$ cat src/hdl/cae_pkg.sv
// Shared types and constants for the contiguous allocator with eviction.
// Used by the block table, the top level and the port checker.
`default_nettype none
package cae_pkg;

  localparam int MEM_UNITS = 64;
  localparam int MAX_PROCS = 16;
  localparam int CELL_W    = 6;
  localparam int ID_W      = 4;
  localparam int SIZE_W    = 7;
  localparam int STAMP_W   = 32;
  localparam int EVC_W     = 5;

  localparam logic [1:0] MODE_ALLOC = 2'd0;
  localparam logic [1:0] MODE_FREE  = 2'd1;
  localparam logic [1:0] MODE_USE   = 2'd2;

  localparam logic [1:0] ST_OK       = 2'd0;
  localparam logic [1:0] ST_BAD_SIZE = 2'd1;
  localparam logic [1:0] ST_NO_ROOM  = 2'd2;
  localparam logic [1:0] ST_NOT_RES  = 2'd3;

  typedef struct packed {
    logic [1:0]        mode;
    logic [ID_W-1:0]   process_id;
    logic [SIZE_W-1:0] request_units;
  } in_item_t;

  typedef struct packed {
    logic [1:0]        status;
    logic [CELL_W-1:0] start_unit;
    logic [SIZE_W-1:0] freed_units;
    logic [EVC_W-1:0]  evicted_count;
  } out_item_t;

  // Write requests from the sequencer to the block table
  typedef struct packed {
    logic [ID_W-1:0]    id;
    logic               res_we;
    logic               res_val;
    logic               place_we;
    logic [CELL_W-1:0]  start_val;
    logic [SIZE_W-1:0]  size_val;
    logic               arr_we;
    logic               lru_we;
    logic [STAMP_W-1:0] stamp_val;
    logic               shd_we;
    logic [ID_W-1:0]    shd_id;
    logic [CELL_W-1:0]  shd_val;
    logic               commit;
  } tab_wr_t;

endpackage
`default_nettype wire

$ cat src/hdl/contiguous_allocator_with_eviction_unit.sv
// Top level: sequencer for allocate, free and use over a cell scan.
// Uses cae_pkg and cae_blocktab.
//
//   port group | dir | handshake          | payload
//   in_        | in  | in_valid/in_ready  | in_item_t
//   out_       | out | out_valid/out_ready| out_item_t
//   cfg_       | in  | cfg_we             | eviction policy bit
//
// Each first-fit search and each compaction walks all 64 cells one per cycle,
// and each eviction adds a victim scan over all 16 ids through one 32-bit
// comparator.
// One item is in work at a time; in_ready is low until its result is posted.
// Reset is synchronous; no clearing pass is needed. A result waits in the
// output register while out_ready is low and the sequencer holds.
`default_nettype none
module contiguous_allocator_with_eviction_unit
  import cae_pkg::*;
(
  input  wire logic      clk,
  input  wire logic      rst_n,
  input  wire logic      in_valid,
  output logic           in_ready,
  input  wire in_item_t  in_item,
  output logic           out_valid,
  input  wire logic      out_ready,
  output out_item_t      out_item,
  input  wire logic      cfg_we,
  input  wire logic      cfg_wdata
);

  localparam logic [3:0] S_IDLE   = 4'd0;
  localparam logic [3:0] S_START  = 4'd1;
  localparam logic [3:0] S_FIT    = 4'd2;
  localparam logic [3:0] S_ARR    = 4'd3;
  localparam logic [3:0] S_LRU    = 4'd4;
  localparam logic [3:0] S_PICK   = 4'd5;
  localparam logic [3:0] S_EVICT  = 4'd6;
  localparam logic [3:0] S_CMP    = 4'd7;
  localparam logic [3:0] S_COMMIT = 4'd8;
  localparam logic [3:0] S_DONE   = 4'd9;

  localparam logic [CELL_W-1:0] LAST_CELL = CELL_W'(MEM_UNITS - 1);
  localparam logic [ID_W-1:0]   LAST_ID   = ID_W'(MAX_PROCS - 1);

  logic [3:0]         state_r, state_nxt;
  logic               policy_r;
  in_item_t           req_r, req_nxt;
  logic               keep_r, keep_nxt;
  logic [CELL_W-1:0]  idx_r, idx_nxt;
  logic [SIZE_W-1:0]  run_r, run_nxt;
  logic [CELL_W-1:0]  first_r, first_nxt;
  logic [SIZE_W-1:0]  cursor_r, cursor_nxt;
  logic [ID_W-1:0]    pid_r, pid_nxt;
  logic [ID_W-1:0]    bid_r, bid_nxt;
  logic               found_r, found_nxt;
  logic [STAMP_W-1:0] best_r, best_nxt;
  logic [STAMP_W-1:0] ctr_r, ctr_nxt;
  logic [EVC_W-1:0]   evc_r, evc_nxt;
  out_item_t          res_r, res_nxt;
  logic               out_valid_r, out_valid_nxt;
  out_item_t          out_r, out_nxt;

  tab_wr_t              wr;
  logic [ID_W-1:0]      rd_id;
  logic [MAX_PROCS-1:0] resident;
  logic [SIZE_W-1:0]    rd_size, hit_size;
  logic [STAMP_W-1:0]   rd_arr, rd_lru, cand;
  logic                 cell_occ, start_hit;
  logic [ID_W-1:0]      hit_id;
  logic [SIZE_W-1:0]    run_inc;
  logic [STAMP_W-1:0]   ctr_inc;

  cae_blocktab u_tab (
    .clk       (clk),
    .rst_n     (rst_n),
    .wr        (wr),
    .cell_idx  (idx_r),
    .rd_id     (rd_id),
    .resident  (resident),
    .rd_size   (rd_size),
    .rd_arr    (rd_arr),
    .rd_lru    (rd_lru),
    .cell_occ  (cell_occ),
    .start_hit (start_hit),
    .hit_id    (hit_id),
    .hit_size  (hit_size)
  );

  assign in_ready  = (state_r == S_IDLE);
  assign out_valid = out_valid_r;
  assign out_item  = out_r;

  assign rd_id   = (state_r == S_PICK) ? pid_r : req_r.process_id;
  assign cand    = policy_r ? rd_lru : rd_arr;
  assign run_inc = run_r + SIZE_W'(1);
  // saturating stamp counter
  assign ctr_inc = (ctr_r == '1) ? ctr_r : ctr_r + STAMP_W'(1);

  always_comb begin
    state_nxt     = state_r;
    req_nxt       = req_r;
    keep_nxt      = keep_r;
    idx_nxt       = idx_r;
    run_nxt       = run_r;
    first_nxt     = first_r;
    cursor_nxt    = cursor_r;
    pid_nxt       = pid_r;
    bid_nxt       = bid_r;
    found_nxt     = found_r;
    best_nxt      = best_r;
    ctr_nxt       = ctr_r;
    evc_nxt       = evc_r;
    res_nxt       = res_r;
    out_valid_nxt = out_valid_r;
    out_nxt       = out_r;
    wr            = '0;
    wr.id         = req_r.process_id;
    wr.start_val  = first_r;
    wr.size_val   = req_r.request_units;
    wr.stamp_val  = ctr_r;
    wr.shd_id     = hit_id;
    wr.shd_val    = cursor_r[CELL_W-1:0];

    if (out_valid_r && out_ready) begin
      out_valid_nxt = 1'b0;
    end

    unique case (state_r)
      S_IDLE: begin
        if (in_valid) begin
          req_nxt   = in_item;
          res_nxt   = '0;
          evc_nxt   = '0;
          state_nxt = S_START;
        end
      end
      S_START: begin
        idx_nxt    = '0;
        run_nxt    = '0;
        cursor_nxt = '0;
        case (req_r.mode)
          MODE_ALLOC: begin
            if (req_r.request_units == '0) begin
              res_nxt.status = ST_BAD_SIZE;
              state_nxt      = S_DONE;
            end else begin
              // release the old cells of a resident id, keep its arrival
              keep_nxt   = resident[req_r.process_id];
              wr.res_we  = 1'b1;
              wr.res_val = 1'b0;
              state_nxt  = S_FIT;
            end
          end
          MODE_FREE: begin
            if (!resident[req_r.process_id]) begin
              res_nxt.status = ST_NOT_RES;
              state_nxt      = S_DONE;
            end else begin
              res_nxt.freed_units = rd_size;
              wr.res_we  = 1'b1;
              wr.res_val = 1'b0;
              state_nxt  = S_CMP;
            end
          end
          MODE_USE: begin
            if (!resident[req_r.process_id]) begin
              res_nxt.status = ST_NOT_RES;
              state_nxt      = S_DONE;
            end else begin
              state_nxt = S_LRU;
            end
          end
          default: begin
            state_nxt = S_DONE;
          end
        endcase
      end
      S_FIT: begin
        idx_nxt = idx_r + CELL_W'(1);
        if (!cell_occ) begin
          run_nxt = run_inc;
          if (run_r == '0) begin
            first_nxt = idx_r;
          end
        end else begin
          run_nxt = '0;
        end
        if (!cell_occ && run_inc == req_r.request_units) begin
          wr.place_we        = 1'b1;
          wr.res_we          = 1'b1;
          wr.res_val         = 1'b1;
          wr.start_val       = (run_r == '0) ? idx_r : first_r;
          res_nxt.start_unit = wr.start_val;
          state_nxt          = keep_r ? S_LRU : S_ARR;
        end else if (idx_r == LAST_CELL) begin
          if (resident != '0) begin
            pid_nxt   = '0;
            found_nxt = 1'b0;
            state_nxt = S_PICK;
          end else begin
            res_nxt.status = ST_NO_ROOM;
            state_nxt      = S_DONE;
          end
        end
      end
      S_ARR: begin
        wr.arr_we = 1'b1;
        ctr_nxt   = ctr_inc;
        state_nxt = S_LRU;
      end
      S_LRU: begin
        wr.lru_we = 1'b1;
        ctr_nxt   = ctr_inc;
        state_nxt = S_DONE;
      end
      S_PICK: begin
        // strict compare keeps the lowest id on ties
        if (resident[pid_r] && (!found_r || cand < best_r)) begin
          found_nxt = 1'b1;
          best_nxt  = cand;
          bid_nxt   = pid_r;
        end
        pid_nxt = pid_r + ID_W'(1);
        if (pid_r == LAST_ID) begin
          state_nxt = S_EVICT;
        end
      end
      S_EVICT: begin
        wr.id      = bid_r;
        wr.res_we  = 1'b1;
        wr.res_val = 1'b0;
        evc_nxt    = evc_r + EVC_W'(1);
        idx_nxt    = '0;
        cursor_nxt = '0;
        state_nxt  = S_CMP;
      end
      S_CMP: begin
        idx_nxt = idx_r + CELL_W'(1);
        if (start_hit) begin
          wr.shd_we  = 1'b1;
          cursor_nxt = cursor_r + hit_size;
        end
        if (idx_r == LAST_CELL) begin
          state_nxt = S_COMMIT;
        end
      end
      S_COMMIT: begin
        wr.commit = 1'b1;
        idx_nxt   = '0;
        run_nxt   = '0;
        state_nxt = (req_r.mode == MODE_FREE) ? S_DONE : S_FIT;
      end
      S_DONE: begin
        if (!out_valid_r || out_ready) begin
          out_nxt               = res_r;
          out_nxt.evicted_count = evc_r;
          out_valid_nxt         = 1'b1;
          state_nxt             = S_IDLE;
        end
      end
      default: begin
        state_nxt = S_IDLE;
      end
    endcase
  end

  always_ff @(posedge clk) begin
    if (!rst_n) begin
      state_r     <= S_IDLE;
      policy_r    <= 1'b0;
      ctr_r       <= '0;
      out_valid_r <= 1'b0;
    end else begin
      state_r     <= state_nxt;
      ctr_r       <= ctr_nxt;
      out_valid_r <= out_valid_nxt;
      if (cfg_we) begin
        policy_r <= cfg_wdata;
      end
    end
  end

  always_ff @(posedge clk) begin
    req_r    <= req_nxt;
    keep_r   <= keep_nxt;
    idx_r    <= idx_nxt;
    run_r    <= run_nxt;
    first_r  <= first_nxt;
    cursor_r <= cursor_nxt;
    pid_r    <= pid_nxt;
    bid_r    <= bid_nxt;
    found_r  <= found_nxt;
    best_r   <= best_nxt;
    evc_r    <= evc_nxt;
    res_r    <= res_nxt;
    out_r    <= out_nxt;
  end

endmodule
`default_nettype wire

$ cat src/hdl/cae_blocktab.sv
// Per-process block table: residency, placement, stamps, compaction shadow.
// Answers cell occupancy and block-start lookups for one cell index. Uses cae_pkg.
`default_nettype none
module cae_blocktab
  import cae_pkg::*;
(
  input  wire logic                 clk,
  input  wire logic                 rst_n,
  input  wire tab_wr_t              wr,
  input  wire logic [CELL_W-1:0]    cell_idx,
  input  wire logic [ID_W-1:0]      rd_id,
  output logic [MAX_PROCS-1:0]      resident,
  output logic [SIZE_W-1:0]         rd_size,
  output logic [STAMP_W-1:0]        rd_arr,
  output logic [STAMP_W-1:0]        rd_lru,
  output logic                      cell_occ,
  output logic                      start_hit,
  output logic [ID_W-1:0]           hit_id,
  output logic [SIZE_W-1:0]         hit_size
);

  logic [MAX_PROCS-1:0] res_r;
  logic [CELL_W-1:0]    start_r [MAX_PROCS];
  logic [SIZE_W-1:0]    size_r  [MAX_PROCS];
  logic [STAMP_W-1:0]   arr_r   [MAX_PROCS];
  logic [STAMP_W-1:0]   lru_r   [MAX_PROCS];
  logic [CELL_W-1:0]    shd_r   [MAX_PROCS];

  always_ff @(posedge clk) begin
    if (!rst_n) begin
      res_r <= '0;
    end else if (wr.res_we) begin
      res_r[wr.id] <= wr.res_val;
    end
  end

  always_ff @(posedge clk) begin
    if (wr.place_we) begin
      size_r[wr.id] <= wr.size_val;
    end
    if (wr.arr_we) begin
      arr_r[wr.id] <= wr.stamp_val;
    end
    if (wr.lru_we) begin
      lru_r[wr.id] <= wr.stamp_val;
    end
    if (wr.shd_we) begin
      shd_r[wr.shd_id] <= wr.shd_val;
    end
    for (int k = 0; k < MAX_PROCS; k++) begin
      if (wr.commit) begin
        start_r[k] <= shd_r[k];
      end else if (wr.place_we && wr.id == ID_W'(k)) begin
        start_r[k] <= wr.start_val;
      end
    end
  end

  assign resident = res_r;
  assign rd_size  = size_r[rd_id];
  assign rd_arr   = arr_r[rd_id];
  assign rd_lru   = lru_r[rd_id];
  assign hit_size = size_r[hit_id];

  // Blocks never overlap, so at most one id covers or starts at a cell
  always_comb begin
    logic [SIZE_W-1:0] blk_end;
    cell_occ  = 1'b0;
    start_hit = 1'b0;
    hit_id    = '0;
    for (int k = 0; k < MAX_PROCS; k++) begin
      blk_end = {1'b0, start_r[k]} + size_r[k];
      if (res_r[k]) begin
        if (cell_idx >= start_r[k] && {1'b0, cell_idx} < blk_end) begin
          cell_occ = 1'b1;
        end
        if (cell_idx == start_r[k]) begin
          start_hit = 1'b1;
          hit_id    = ID_W'(k);
        end
      end
    end
  end

endmodule
`default_nettype wire

$ cat config.mk
export PLATFORM = sky130hd
export DESIGN_NAME = contiguous_allocator_with_eviction_unit
export DESIGN_NICKNAME = d
export VERILOG_FILES = /design/src/hdl/cae_pkg.sv /design/src/hdl/contiguous_allocator_with_eviction_unit.sv /design/src/hdl/cae_blocktab.sv
export SDC_FILE = /design/constraint.sdc
export NUM_CORES = 2
export LEC_CHECK = 0
export BUFFER_PORTS_ARGS = -buffer_cell sky130_fd_sc_hd__buf_2
export CAP_MARGIN = 25
export CORE_AREA = 5 5 358 360
export CTS_CLUSTER_SIZE = 14
export DETAILED_ROUTE_END_ITERATION = 8
export DIE_AREA = 0 0 363 365
export GPL_ROUTABILITY_DRIVEN = 0
export GPL_TIMING_DRIVEN = 0
export PLACE_DENSITY = 0.68
export SLEW_MARGIN = 40
export SYNTH_ARGS = -nofsm -noshare
export SYNTH_HDL_FRONTEND = slang
export SYNTH_SLANG_ARGS = --single-unit
$ cat constraint.sdc
create_clock -name clk -period 7.6 [get_ports clk]
set_clock_uncertainty 0.2 [all_clocks]
set_input_delay 0.76 -clock clk [delete_from_list [all_inputs] [get_ports clk]]
set_output_delay 0.76 -clock clk [all_outputs]
set_load 0.03 [all_outputs]
==> impl_results.md <==
* Htree depth at 4
* Worst path cell trace: clkbuf_2, clkbuf_4, inv_2, ha_1, nand4_1, or2_2, a211o_1, a221oi_1, nor2_1, clkbuf_1, and3_1, o21ai_1, o2111a_1, ha_1, a21o_1, a21o_1, a21o_1, a21oi_1, xnor2_1, xnor2_1, nor2_1
* CTS buffer count at 153
* Final setup margin at 0.1832 ns
* Met2 Usage GRT at 44.22%
* Fin nets at 4982
* Yosys reg bits at 1502
* Post-layout util at 62.59%
* Initial DRC count at 5783
* Met1 usage at 42.46%
* GR peak layer: met2
* Cells on worst reg2reg path at 21
* Max incr delay on CP at 0.85 ns
* Final Critical Period at 7.417 ns
* Final Power at 0.02525 W
* Starting Density at 54.38%
* Pin count of the biggest net entering global routing at 38
* Clk buf depth at 3
* Final Hold Viols at 0
* Via/cell ratio at 6.517
* Synth async-reset ratio at 0%
* WHS at 0.07403 ns
* Vias in the first global route at 40540
* Vias at 41730
* Post-Place Worst Slack at -0.08986 ns
* Fillers at 8736
* Post-synth EDFFs at 1448
* Drt drc at 0
* Worst-path fanout max at 18
* Initial antenna violation count at 14
* Drt total wl at 193000 um
* Hold depth at 1
* Total negative slack at 0 ns
* Clock latency at the later pin of the worst-skew pair at 0.79 ns
* Synthesized area at 0.06784 mm2
* Area Growth Syn to Fin at 15.11%
* Most frequent cells in the layout: edfxtp_1, nand2_1, ha_1
* Switching share of power at 32.54%
* Pre-antenna DRT Iters at 8
* Critical path startpoint category: flip-flop
* Crit-path most repeated cell: a21o_1
* PortBufs at 40
* Clk slew on worst S/H paths at 0.06 ns
* CTS Sinks at 1502
* Fmax at 134.8 MHz
* Multi-input gate area at 0.02248 mm2
* Routed Antenna Nets at 0
* CP required at 7.92 ns
* Site row count at 130
* Met3 usage at 6.713%
* Root buf cell: clkbuf_16
* Gate power share at 30.0%
* Seq/Total Area, Yosys at 65.69%
* Share of post-route cells with drive strength above 1 at 21.66%
* Synth Flop Type: edfxtp_1
* Setup bufs post-CTS at 0
* Top Ports at 41
* # setup viols final at 0
* Synthesized Nets at 4659
* Unrepaired setup endpoints after global routing: no
* Avg Cell Area, Syn at 15.76 um2
* Switching Power at 0.008216 W
* Grt ovf at 0
* Die width at 363 um
* Die height at 365 um
* Max-capacitance violation count at 0
* GR Util All Layers at 29.19%
* Ys Warns at 0
* Worst Setup End Kind: flip-flop
* Tcrit/Tclk final at 97.59%
* Clk pwr share at 30.7%
* Critical path class: flip-flop to flip-flop
* DP HPWL at 138200 um
* First-pass GRT wire length at 278200 um
* Register area at 0.04461 mm2
* Cell-internal power at 0.01703 W
* Pins over their slew limit at 0
* CP arrival at 7.74 ns
* Commonest non-fill, non-tap cell in the layout: edfxtp_1
* Slew headroom at 34.82%
* Crit-path slowest cell: a221oi_1
* CTS tree: built
* Peak supply drop at 0.2502 mV
* Wire per inst at 30.14 um
* Pwr per Cell Area at 323.3 mW/mm2
* Core Box Area at 0.1248 mm2
* Synth Instances at 4305
* Yosys cell types at 77
* DIE AREA at 0.1325 mm2
* Status: completed
* Pleak at 27.64 nW
* Seq pwr share at 39.3%
* Min-delay worst type: input pin to flip-flop
* Slew @ Worst Pin at 0.9777 ns
per-layer routing:
layer  vias to the layer above  wire length, um
met4                        12             6893
met1                     21140            76060
met5                         -               80
li1                      17570                -
met2                      2571            86450
met3                       438            23500
cell usage after synthesis (all sizes together) (21+ instances only):
cell,n,area share [%]
a211oi,29,0.32
a21o,60,0.66
a21oi,138,1.0
a311oi,33,0.43
a31o,32,0.41
and3,70,0.65
buf,56,0.39
clkbuf,108,0.60
dfxtp,54,1.6
edfxtp,1448,64
ha,318,5.9
inv,179,0.99
mux2,108,1.8
mux2i,21,0.31
mux4,288,9.6
nand2,425,2.4
nand2b,37,0.34
nand3,122,0.90
nand4,36,0.33
nor2,195,1.2
nor3,23,0.17
o211ai,21,0.23
o21a,33,0.37
o21ai,100,0.74
o22ai,26,0.24
xnor2,63,0.81
xor2,52,0.67
per-stage QoR:
| stage | std cells | instance area (um2) |
|---|---|---|
| finish | 6403 | 78090 |
| global route | 6401 | 78080 |
| CTS | 6399 | 77950 |
| detailed placement | 6112 | 72690 |
| global placement | 5995 | 70100 |
| floorplan | 4305 | 67840 |
power groups by stage:
stage / Sequential, W / Clock (W) / Combinational, W
floorplan: 0.0101 / 0 / 0.00444
global placement: 0.0105 / 0 / 0.00642
detailed placement: 0.0101 / 0 / 0.00740
CTS: 0.00990 / 0.00781 / 0.00747
global route: 0.00992 / 0.00817 / 0.00816
finish: 0.00991 / 0.00776 / 0.00757
final cells by class:
class	instances	share of cell area [%]
diodes	2	0.006409
plain buffers	164	0.9277
clock buffers	184	5.118
clock inverters	94	1.498
inverters	179	0.8604
multi-input cells	2461	28.78
flip-flops and latches	1502	57.12
well taps	1650	2.644
repair buffers	167	3.041
cells by family (layout without fill, tap and decap cells):
group / Yosys count / count (layout) / share of synthesized area (%)
AO/OA/AOI/OAI: 586 / 586 / 5.849
XOR/XNOR: 115 / 115 / 1.485
adder cells (fa/ha/maj): 335 / 335 / 6.367
buffers and inverters: 343 / 788 / 1.975
flip-flops: 1502 / 1502 / 65.69
multiplexers: 417 / 417 / 11.67
other: 0 / 2 / 0
AND/OR/NAND/NOR: 1007 / 1008 / 6.965
worst max-delay path, delay by kind of cell (launching register included):
family | cells | cell delay, ns
AOI/OAI and AO/OA | 8 | 2.63
DFF | 1 | 0.36
buffers and inverters | 4 | 1.81
and+or+nand+nor | 5 | 1.13
adders and majority gates | 2 | 0.70
xor gates and xnor gates | 2 | 0.31
final timing paths:
path	startpoint	to	slack, ns
hold / removal	in_item[8]	req_r[8]	0.07
hold reg to reg	res_r[8]	out_item[8]	0.22
setup / recovery	idx_r[0]	cursor_r[5]	0.18
setup reg to reg	idx_r[0]	cursor_r[5]	0.18
state kept, by name, summed over array words and instances (netlist names), 5 cells and up:
signal,flops
first_r,6
req_r,13
u_tab.size_r,112
best_r,32
cursor_r,6
u_tab.shd_r,96
u_tab.start_r,96
u_tab.arr_r,512
evc_r,5
u_tab.lru_r,512
idx_r,6
u_tab.resident,16
out_item,20
ctr_r,32
run_r,7
res_r,15
repair_timing:
action | in CTS | in global routing
gates resized for setup | 2 | 17
cloned | 0 | 1
pin swaps | 0 | 0
hold endpoints to repair | 9 | 0
hold buffers | 9 | 0
setup endpoints to repair | 1 | 37
(Power assumes the default switching activity.)
